### src/rtl/lsuc_pkg.sv
// ----------------------------------------------------------------------------
// lsuc_pkg: shared definitions for the line square-up controller
// Command codes, correction constants and the reciprocal used for the cube
// scaling step.
// ----------------------------------------------------------------------------
package lsuc_pkg;

  // Command codes carried on the result channel.
  typedef enum logic [1:0] {
    CMD_NONE       = 2'd0,
    CMD_DRIVE      = 2'd1,
    CMD_DRIVE_STOP = 2'd2,
    CMD_STOP       = 2'd3
  } cmd_t;

  // Configuration register indexes.
  localparam logic CFG_CRUISE_SPEED   = 1'b0;
  localparam logic CFG_LINE_THRESHOLD = 1'b1;

  // Register widths and reset values.
  localparam int SPEED_W   = 10;
  localparam int THRESH_W  = 12;
  localparam int CFG_DATA_W = 12;
  localparam logic signed [SPEED_W-1:0] CRUISE_RESET = 10'sd100;
  localparam logic [THRESH_W-1:0]       THRESH_RESET = 12'd2000;

  // Correction shaping.
  localparam int SLOW_MAG  = 50;
  localparam int CUBE_DIV  = 800000000 / SLOW_MAG;
  localparam int DONE_BAND = 4;
  localparam int MIN_DRIVE = 11;
  localparam int MAG_W     = 6;

  // Cubes at or above this limit saturate the correction magnitude.
  localparam int unsigned CLAMP_LIM = (SLOW_MAG + 1) * CUBE_DIV;

  // Below the clamp limit the cube fits in 30 bits. The divide by CUBE_DIV
  // is a shift by PRE_SHIFT followed by an exact reciprocal multiply for the
  // odd factor: q = (x * RECIP_MUL) >> RECIP_SHIFT for every x below 2^QX_W.
  localparam int PRE_SHIFT   = 10;
  localparam int QX_W        = 20;
  localparam int RECIP_W     = 21;
  localparam int RECIP_SHIFT = 34;
  localparam int unsigned RECIP_MUL = 1099512;

endpackage

### src/rtl/line_square_up_controller_unit.sv
// ----------------------------------------------------------------------------
// line_square_up_controller_unit: line square-up controller
// Drives a two-wheeled robot onto a line and aligns both wheels with it,
// one result per request.
// ----------------------------------------------------------------------------
// A start request or a sample pair that needs no correction goes from
// acceptance straight to the done state and is loaded into the output
// register from there. A sample pair that needs corrections first has both
// corrections worked out one after the other on one shared multiplier, five
// steps each (offset, square, cube, reciprocal scaling, saturation), followed
// by the load into the output register. The input stalls from acceptance
// until the result is loaded into the output register, and stays stalled
// while a finished result waits for an earlier one that is still stalled
// there; a result waiting in the output register does not hold back the
// acceptance of the next request. cfg_ready is always high, and registers
// should be written only while the block is idle.
module line_square_up_controller_unit #(
  parameter int SENSOR_BITS = 12
) (
  input  logic                                 clk,
  input  logic                                 rst_n,
  // Request channel
  input  logic                                 in_valid,
  output logic                                 in_stall,
  input  logic                                 in_op,
  input  logic [SENSOR_BITS-1:0]               in_left_level,
  input  logic [SENSOR_BITS-1:0]               in_right_level,
  // Result channel
  output logic                                 out_valid,
  input  logic                                 out_stall,
  output lsuc_pkg::cmd_t                       out_command,
  output logic signed [lsuc_pkg::SPEED_W-1:0]  out_left_drive,
  output logic signed [lsuc_pkg::SPEED_W-1:0]  out_right_drive,
  output logic                                 out_busy_res,
  // Configuration write channel
  input  logic                                 cfg_valid,
  output logic                                 cfg_ready,
  input  logic                                 cfg_index,
  input  logic [lsuc_pkg::CFG_DATA_W-1:0]      cfg_data
);

  import lsuc_pkg::*;

  // Magnitude of a level offset, its square and cube, and the multiplier.
  localparam int DW  = (SENSOR_BITS > THRESH_W) ? SENSOR_BITS : THRESH_W;
  localparam int SQW = 2 * DW;
  localparam int CW  = 3 * DW;
  localparam int MAW = (SQW > QX_W) ? SQW : QX_W;
  localparam int MBW = (DW > RECIP_W) ? DW : RECIP_W;
  localparam int PW  = MAW + MBW;

  typedef enum logic [1:0] {
    PH_IDLE,
    PH_APPROACH,
    PH_ALIGN
  } phase_t;

  typedef enum logic [2:0] {
    S_IDLE,
    S_SUB,
    S_SQ,
    S_CUBE,
    S_DIV,
    S_QUO,
    S_DONE
  } state_t;

  state_t                      state_r, state_nxt;
  phase_t                      phase_r;
  logic signed [SPEED_W-1:0]   cruise_r;
  logic [THRESH_W-1:0]         thresh_r;
  logic                        op_r;
  logic                        hit_r;
  logic [SENSOR_BITS-1:0]      lvl_r [2];
  logic                        side_r;
  logic [DW-1:0]               absd_r;
  logic                        dneg_r [2];
  logic [MAG_W-1:0]            mag_r [2];
  logic                        clamp_r;
  logic [PW-1:0]               prod_r;

  logic                        out_valid_r;
  cmd_t                        out_cmd_r;
  logic signed [SPEED_W-1:0]   out_ld_r, out_rd_r;
  logic                        out_busy_r;

  logic                        in_acc;
  logic                        out_free;
  logic                        hit;
  logic                        need_calc;
  logic signed [DW:0]          diff;
  logic [MAW-1:0]              mul_a;
  logic [MBW-1:0]              mul_b;
  logic [PW-1:0]               mul_p;

  logic signed [MAG_W:0]       corr_l, corr_r;
  logic signed [MAG_W:0]       push_l, push_r;
  logic                        band_l, band_r;
  cmd_t                        res_cmd;
  logic signed [SPEED_W-1:0]   res_ld, res_rd;
  phase_t                      res_phase;

  // Signed correction from a saturated magnitude and the offset sign.
  function automatic logic signed [MAG_W:0] corr_f(
    input logic [MAG_W-1:0]        mag,
    input logic                    dneg,
    input logic signed [SPEED_W-1:0] cruise
  );
    logic signed [MAG_W:0] pos;
    pos = $signed({1'b0, mag});
    if (cruise == '0) begin
      return '0;
    end else if (dneg ^ cruise[SPEED_W-1]) begin
      return -pos;
    end
    return pos;
  endfunction

  // Push a correction out to the minimum drive magnitude.
  function automatic logic signed [MAG_W:0] push_f(input logic signed [MAG_W:0] c);
    logic signed [MAG_W:0] lim;
    lim = (MAG_W + 1)'(MIN_DRIVE);
    if (c <= 0) begin
      return (c < -lim) ? c : -lim;
    end
    return (c > lim) ? c : lim;
  endfunction

  assign cfg_ready = 1'b1;
  assign in_stall  = (state_r != S_IDLE);
  assign in_acc    = in_valid && !in_stall;
  assign out_free  = !out_valid_r || !out_stall;

  // Either sensor at or below the threshold means the line is reached.
  assign hit = (DW'(in_left_level) <= DW'(thresh_r)) ||
               (DW'(in_right_level) <= DW'(thresh_r));
  assign need_calc = in_op &&
                     (((phase_r == PH_APPROACH) && hit) || (phase_r == PH_ALIGN));

  // Offset of the current side's level from the threshold.
  assign diff = $signed({1'b0, DW'(lvl_r[side_r])}) - $signed({1'b0, DW'(thresh_r)});

  // Shared multiplier: square, cube, then reciprocal scaling.
  always_comb begin
    mul_a = '0;
    mul_b = '0;
    case (state_r)
      S_SQ: begin
        mul_a = MAW'(absd_r);
        mul_b = MBW'(absd_r);
      end
      S_CUBE: begin
        mul_a = MAW'(prod_r[SQW-1:0]);
        mul_b = MBW'(absd_r);
      end
      S_DIV: begin
        mul_a = MAW'(prod_r[PRE_SHIFT +: QX_W]);
        mul_b = MBW'(RECIP_MUL);
      end
      default: begin
        mul_a = '0;
        mul_b = '0;
      end
    endcase
  end
  assign mul_p = PW'(mul_a) * PW'(mul_b);

  // Result of the current request from the phase and the corrections.
  always_comb begin
    corr_l    = corr_f(mag_r[0], dneg_r[0], cruise_r);
    corr_r    = corr_f(mag_r[1], dneg_r[1], cruise_r);
    push_l    = push_f(corr_l);
    push_r    = push_f(corr_r);
    band_l    = (corr_l <= (MAG_W + 1)'(DONE_BAND)) && (corr_l >= -(MAG_W + 1)'(DONE_BAND));
    band_r    = (corr_r <= (MAG_W + 1)'(DONE_BAND)) && (corr_r >= -(MAG_W + 1)'(DONE_BAND));
    res_cmd   = CMD_NONE;
    res_ld    = '0;
    res_rd    = '0;
    res_phase = PH_IDLE;
    if (!op_r) begin
      res_cmd   = CMD_DRIVE;
      res_ld    = cruise_r;
      res_rd    = cruise_r;
      res_phase = PH_APPROACH;
    end else if (phase_r == PH_APPROACH) begin
      if (!hit_r) begin
        res_phase = PH_APPROACH;
      end else if (band_l && band_r) begin
        res_cmd   = CMD_STOP;
        res_phase = PH_IDLE;
      end else begin
        res_phase = PH_ALIGN;
      end
    end else if (phase_r == PH_ALIGN) begin
      res_ld = SPEED_W'(push_l);
      res_rd = SPEED_W'(push_r);
      if (band_l && band_r) begin
        res_cmd   = CMD_DRIVE_STOP;
        res_phase = PH_IDLE;
      end else begin
        res_cmd   = CMD_DRIVE;
        res_phase = PH_ALIGN;
      end
    end
  end

  // Sequencer next state.
  always_comb begin
    state_nxt = state_r;
    case (state_r)
      S_IDLE: begin
        if (in_acc) begin
          state_nxt = need_calc ? S_SUB : S_DONE;
        end
      end
      S_SUB:  state_nxt = S_SQ;
      S_SQ:   state_nxt = S_CUBE;
      S_CUBE: state_nxt = S_DIV;
      S_DIV:  state_nxt = S_QUO;
      S_QUO:  state_nxt = side_r ? S_DONE : S_SUB;
      S_DONE: begin
        if (out_free) begin
          state_nxt = S_IDLE;
        end
      end
      default: state_nxt = S_IDLE;
    endcase
  end

  // Sequencer, datapath registers and the output register.
  always_ff @(posedge clk) begin
    if (!rst_n) begin
      state_r     <= S_IDLE;
      phase_r     <= PH_IDLE;
      cruise_r    <= CRUISE_RESET;
      thresh_r    <= THRESH_RESET;
      out_valid_r <= 1'b0;
    end else begin
      state_r <= state_nxt;

      // Configuration writes.
      if (cfg_valid && cfg_ready) begin
        case (cfg_index)
          CFG_CRUISE_SPEED:   cruise_r <= $signed(cfg_data[SPEED_W-1:0]);
          CFG_LINE_THRESHOLD: thresh_r <= cfg_data[THRESH_W-1:0];
          default: ;
        endcase
      end

      // Request capture.
      if (in_acc) begin
        op_r     <= in_op;
        hit_r    <= hit;
        lvl_r[0] <= in_left_level;
        lvl_r[1] <= in_right_level;
        side_r   <= 1'b0;
        mag_r[0] <= '0;
        mag_r[1] <= '0;
      end

      // Correction steps on the shared multiplier.
      case (state_r)
        S_SUB: begin
          absd_r         <= diff[DW] ? DW'(-diff) : diff[DW-1:0];
          dneg_r[side_r] <= diff[DW];
        end
        S_SQ, S_CUBE: begin
          prod_r <= mul_p;
        end
        S_DIV: begin
          clamp_r <= (prod_r[CW-1:0] >= CW'(CLAMP_LIM));
          prod_r  <= mul_p;
        end
        S_QUO: begin
          mag_r[side_r] <= clamp_r ? MAG_W'(SLOW_MAG) : prod_r[RECIP_SHIFT +: MAG_W];
          side_r        <= 1'b1;
        end
        default: ;
      endcase

      // Output register and phase update; a taken result is replaced or
      // dropped.
      if ((state_r == S_DONE) && out_free) begin
        out_valid_r <= 1'b1;
        out_cmd_r   <= res_cmd;
        out_ld_r    <= res_ld;
        out_rd_r    <= res_rd;
        out_busy_r  <= (res_phase != PH_IDLE);
        phase_r     <= res_phase;
      end else if (out_valid_r && !out_stall) begin
        out_valid_r <= 1'b0;
      end
    end
  end

  assign out_valid       = out_valid_r;
  assign out_command     = out_cmd_r;
  assign out_left_drive  = out_ld_r;
  assign out_right_drive = out_rd_r;
  assign out_busy_res    = out_busy_r;

endmodule

### config.mk
export PLATFORM = sky130hd
export DESIGN_NAME = line_square_up_controller_unit
export DESIGN_NICKNAME = d
export VERILOG_FILES = /design/src/rtl/lsuc_pkg.sv /design/src/rtl/line_square_up_controller_unit.sv
export SDC_FILE = /design/constraint.sdc
export NUM_CORES = 1
export LEC_CHECK = 0
export BUFFER_PORTS_ARGS = -buffer_cell sky130_fd_sc_hd__buf_2
export CAP_MARGIN = 5
export CORE_MARGIN = 2
export CORE_UTILIZATION = 65
export CTS_BUF_LIST = sky130_fd_sc_hd__clkbuf_4
export DETAILED_ROUTE_END_ITERATION = 8
export PLACE_DENSITY = 0.83
export SYNTH_ARGS = -nofsm -noshare
export SYNTH_HDL_FRONTEND = slang
export SYNTH_SLANG_ARGS = --single-unit
export TNS_END_PERCENT = 1
### constraint.sdc
create_clock -name clk -period 22.5 [get_ports clk]
set_input_delay 5.625 -clock clk [delete_from_list [all_inputs] [get_ports clk]]
set_output_delay 5.625 -clock clk [all_outputs]
set_load 0.01 [all_outputs]
==> flow_summary.rst <==
.. list-table::
   :header-rows: 1

   * - Metric
     - Value
   * - Cell area after synthesis
     - 0.01966 mm2
   * - Net Sw Power
     - 1.685 mW
   * - Chip width
     - 177.9 um
   * - Leading post-synthesis cells by cell area
     - fa_1, edfxtp_1, ha_1, inv_1, nor2_1
   * - Number of buffer and inverter instances along the worst setup path
     - 6
   * - Flip-flop and latch count after synthesis
     - 146
   * - Antenna violation net count after detailed routing
     - 0
   * - IO Count
     - 69
   * - Non-filler cells in the finished layout
     - 2582
   * - Most frequent cell after synthesis
     - inv_1
   * - Endpoint of the lowest-slack register-to-register path
     - prod_r[39]
   * - Crit path max-delay cell type
     - dfxtp_1
   * - Classification of the worst-slack hold path
     - reg2reg
   * - Post-layout nets
     - 2696
   * - Post-route clock period utilization
     - 40.49%
   * - Largest area contributor in the netlist
     - fa_1
   * - Hold Buf Count CTS
     - 0
   * - Share of total power consumed by net switching
     - 55.51%
   * - Die Ht
     - 177.9 um
   * - Synth Area in Compound Gates
     - 9.319%
   * - GRT Util Overall
     - 35.76%
   * - Combinational fraction of design power
     - 77.7%
   * - Power Internal
     - 1.350 mW
   * - Predominant post-synthesis flop cell
     - edfxtp_1
   * - Count of cells resized by post-cts repair
     - 0
   * - Post-CTS clock slew at the launch and capture registers of the worst setup and hold paths
     - 0.15 ns
   * - Category of the critical setup timing path
     - reg2reg
   * - FF-to-FF path depth
     - 27
   * - Htree depth
     - 4
   * - Reg power frac
     - 16.8%
   * - Longest Clk Path Bufs
     - 2
   * - Basic-gate share of the synthesized area counting and, or, nand and nor cells
     - 14.87%
   * - Cell count after synthesis
     - 2134
   * - Largest fanout on the critical path
     - 53
   * - Count of warnings emitted by yosys
     - 0
   * - Clock buffer count from CTS
     - 17
   * - Number of setup buffers added after CTS
     - 0
   * - Number of input and output port buffers inserted
     - 67
   * - Final worst clock skew
     - 0.02400 ns
   * - Post-detailed-routing wire length
     - 53320 um
   * - Commonest cells in the synthesized netlist
     - inv_1, fa_1, nor2_1, nand2_1, ha_1
   * - DRC violations left
     - 0
   * - Crit Reg-Reg Startpoint
     - state_r[0]
   * - Sink Count
     - 146
   * - XOR/XNOR share of the synthesized area
     - 3.348%
   * - Standard cell core area
     - 0.02972 mm2
   * - DRT Pass-1 Iters
     - 6
   * - Clock tree root buffer cell
     - clkbuf_4
   * - Post-place instance area
     - 0.02035 mm2
   * - Startpoint types
     - flip-flop
   * - Global-route wire length before repair
     - 84540 um
   * - Total grt overflow
     - 0
   * - Static Leak
     - 10.20 nW
   * - EDFF count, synth
     - 117
   * - Cell family with most CP delay
     - adder cells
   * - Final design instance area without fill
     - 0.02065 mm2
   * - Number of global-route vias before repair
     - 15.46k
   * - Critical path capture point type
     - flip-flop
   * - Routed len/inst
     - 20.65 um
   * - Initial Util
     - 66.14%
   * - Async SR Flop Fraction
     - 0%
   * - Layout cells sized above 1
     - 7.264%
   * - Clk pwr share
     - 5.6%
   * - Most numerous cell on the critical path
     - fa_1
   * - HPWL reported at the end of detailed placement
     - 44340 um
   * - Final TNS setup
     - 0 ns
   * - Area share of the largest cell type after synthesis
     - 28.11%
   * - Signal arrival time at the worst endpoint
     - 9.43 ns
   * - Setup repair after global routing missed its margin
     - false
   * - Adder and majority cell fraction of the synthesized area
     - 40.90%
   * - Growth of design area from synthesis to finish
     - 5.048%
   * - Maximum vdd drop
     - 0.1359 mV
   * - Run status
     - complete, no violations
   * - Power density cells
     - 147.0 mW/mm2
   * - Reg2Reg Setup Slack
     - 13.39 ns
   * - Total via count in the routed design
     - 15.35k
   * - Hold Startpoint
     - cruise_r[4]
   * - Largest family of logic cells by synthesized area
     - adder cells
   * - Count of final setup violators
     - 0
   * - Placement Rows
     - 63
   * - Worst hold endpoint
     - cruise_r[4]
   * - Clock tree from TritonCTS
     - yes
   * - Max_slew headroom
     - 12.20%
   * - Maximum single-stage delay on the critical path
     - 1.14 ns
   * - Max-capacitance violation count
     - 0
   * - Latest clock arrival within the worst-skew pair
     - 0.56 ns
   * - Die Area
     - 0.03165 mm2
   * - Number of distinct library cells after synthesis
     - 83
   * - Share of synthesized area occupied by flip-flops and latches
     - 20.83%
   * - Final count of hold timing violations
     - 0
   * - Period minus WS final
     - 9.110 ns
   * - Synthesized area divided by synthesized cell count
     - 9.211 um2
   * - Highest clock frequency the design can meet
     - 109.8 MHz
   * - Iteration-0 DRC Markers
     - 1471
   * - Final core utilization
     - 69.48%
   * - Total placed cells including tap cells
     - 2546
   * - Global placement routability congestion
     - 1.042
   * - Worst-margin pin slew
     - 1.317 ns
   * - Vias/cell
     - 5.945
   * - Data required time at the worst endpoint
     - 22.82 ns
   * - Number of stages on the worst hold path
     - 2
   * - Maximum number of pins on one net before global-route repair
     - 54
   * - Multiplexer share of the synthesized area
     - 1.394%
   * - Max-slew violation total from the final report
     - 0
   * - Initial antenna violation count
     - 3
[area by class of cell]
cell class | instances | area (um2)
Multi-Input combinational cell | 1513 | 13770
Fill cell | 2363 | 9069
Sequential cell | 146 | 4094
Inverter | 417 | 1565
Tap cell | 390 | 488.0
Timing Repair Buffer | 81 | 440.4
Clock inverter | 14 | 143.9
Clock buffer | 18 | 135.1
Antenna cell | 3 | 7.507
[cell usage in the layout, fill, tap and decap left out, types with 7 or more instances in the layout]
master | Yosys | routed
xnor2_1 | 56 | 56
nor2b_1 | 19 | 19
fa_1 | 276 | 276
inv_1 | 417 | 417
o21a_1 | 11 | 10
o31ai_1 | 9 | 9
buf_4 | 3 | 14
clkbuf_4 | 0 | 18
a21oi_1 | 74 | 72
nand3_1 | 34 | 34
a21o_1 | 32 | 32
or2_2 | 11 | 11
ha_1 | 201 | 201
edfxtp_1 | 117 | 117
dfxtp_1 | 29 | 29
o211ai_1 | 8 | 8
and3_1 | 15 | 15
conb_1 | 2 | 9
nand2b_1 | 20 | 20
xor2_1 | 16 | 16
nand2_1 | 212 | 212
a21boi_0 | 16 | 16
o21bai_1 | 8 | 8
nor3_1 | 17 | 16
or3_1 | 7 | 7
and2_1 | 31 | 31
nor4_1 | 7 | 7
buf_2 | 5 | 67
o21ai_0 | 55 | 55
nand4_1 | 11 | 11
nor2_1 | 257 | 257
mux2i_1 | 15 | 15
mux2_2 | 11 | 11
[cell families (layout without fill, tap and decap cells)]
family	after synthesis	in the layout
AND/OR/NAND/NOR	658	658
buffers and inverters	482	530
adder cells (fa/ha/maj)	477	477
AO/OA/AOI/OAI	270	270
flip-flops	146	146
XOR/XNOR	73	73
multiplexers	26	26
other	2	12
[registers in the layout (all words and copies together), names as in the netlist, named ones only]
| signal | count |
|---|---|
| prod_r | 40 |
| lvl_r | 24 |
| absd_r | 12 |
| mag_r | 12 |
| thresh_r | 12 |
| cruise_r | 10 |
| out_left_drive | 10 |
| out_right_drive | 10 |
| state_r | 3 |
| dneg_r | 2 |
| out_command | 2 |
| phase_r | 2 |
| clamp_r | 1 |
| hit_r | 1 |
| op_r | 1 |
| out_busy_res | 1 |
| out_valid | 1 |
| side_r | 1 |
[worst max path at each step]
stage / from / endpoint / slack [ns] / depth (start not counted)
finish: state_r[0] / prod_r[39] / 13.39 / 27
global route: state_r[0] / prod_r[36] / 12.98 / 29
CTS: state_r[0] / prod_r[39] / 13.48 / 27
detailed placement: state_r[0] / prod_r[39] / 13.54 / 27
global placement: state_r[0] / prod_r[39] / 13.68 / 27
floorplan: state_r[2] / prod_r[39] / 14.78 / 31
[power by group through the flow]
| stage | Sequential [mW] | Clock [mW] | Combinational [mW] |
|---|---|---|---|
| after floorplan | 0.456 | 0 | 1.70 |
| after global placement | 0.507 | 0 | 2.25 |
| after detailed placement | 0.506 | 0 | 2.31 |
| after CTS | 0.501 | 0.173 | 2.33 |
| after global routing | 0.511 | 0.181 | 2.63 |
| final | 0.508 | 0.169 | 2.36 |
[worst min-delay path: stages (launching register included)]
cell	delay, ns
dfxtp_1	0.36
nand2_1	0.05
a21boi_0	0.06
[metrics by stage]
stage	power, mW	hold WS (ns)	worst slack (ns)
after floorplan	2.157	0.4435	14.78
after global placement	2.753	0.4607	13.68
after detailed placement	2.819	0.4845	13.54
after CTS	3.002	0.5041	13.48
after global routing	3.325	0.5195	12.98
final	3.035	0.5008	13.39
[layer usage]
| metal | part of all wire (%) | up-vias | track usage [%] |
|---|---|---|---|
| met5 | 0 | - | 0 |
| met4 | 3.6 | 0 | 12.98 |
| met3 | 10 | 132 | 8.248 |
| met2 | 46 | 776 | 56.70 |
| met1 | 40 | 7534 | 48.35 |
| li1 | - | 6907 | - |
Note: power is estimated with default switching activity, not from simulation.
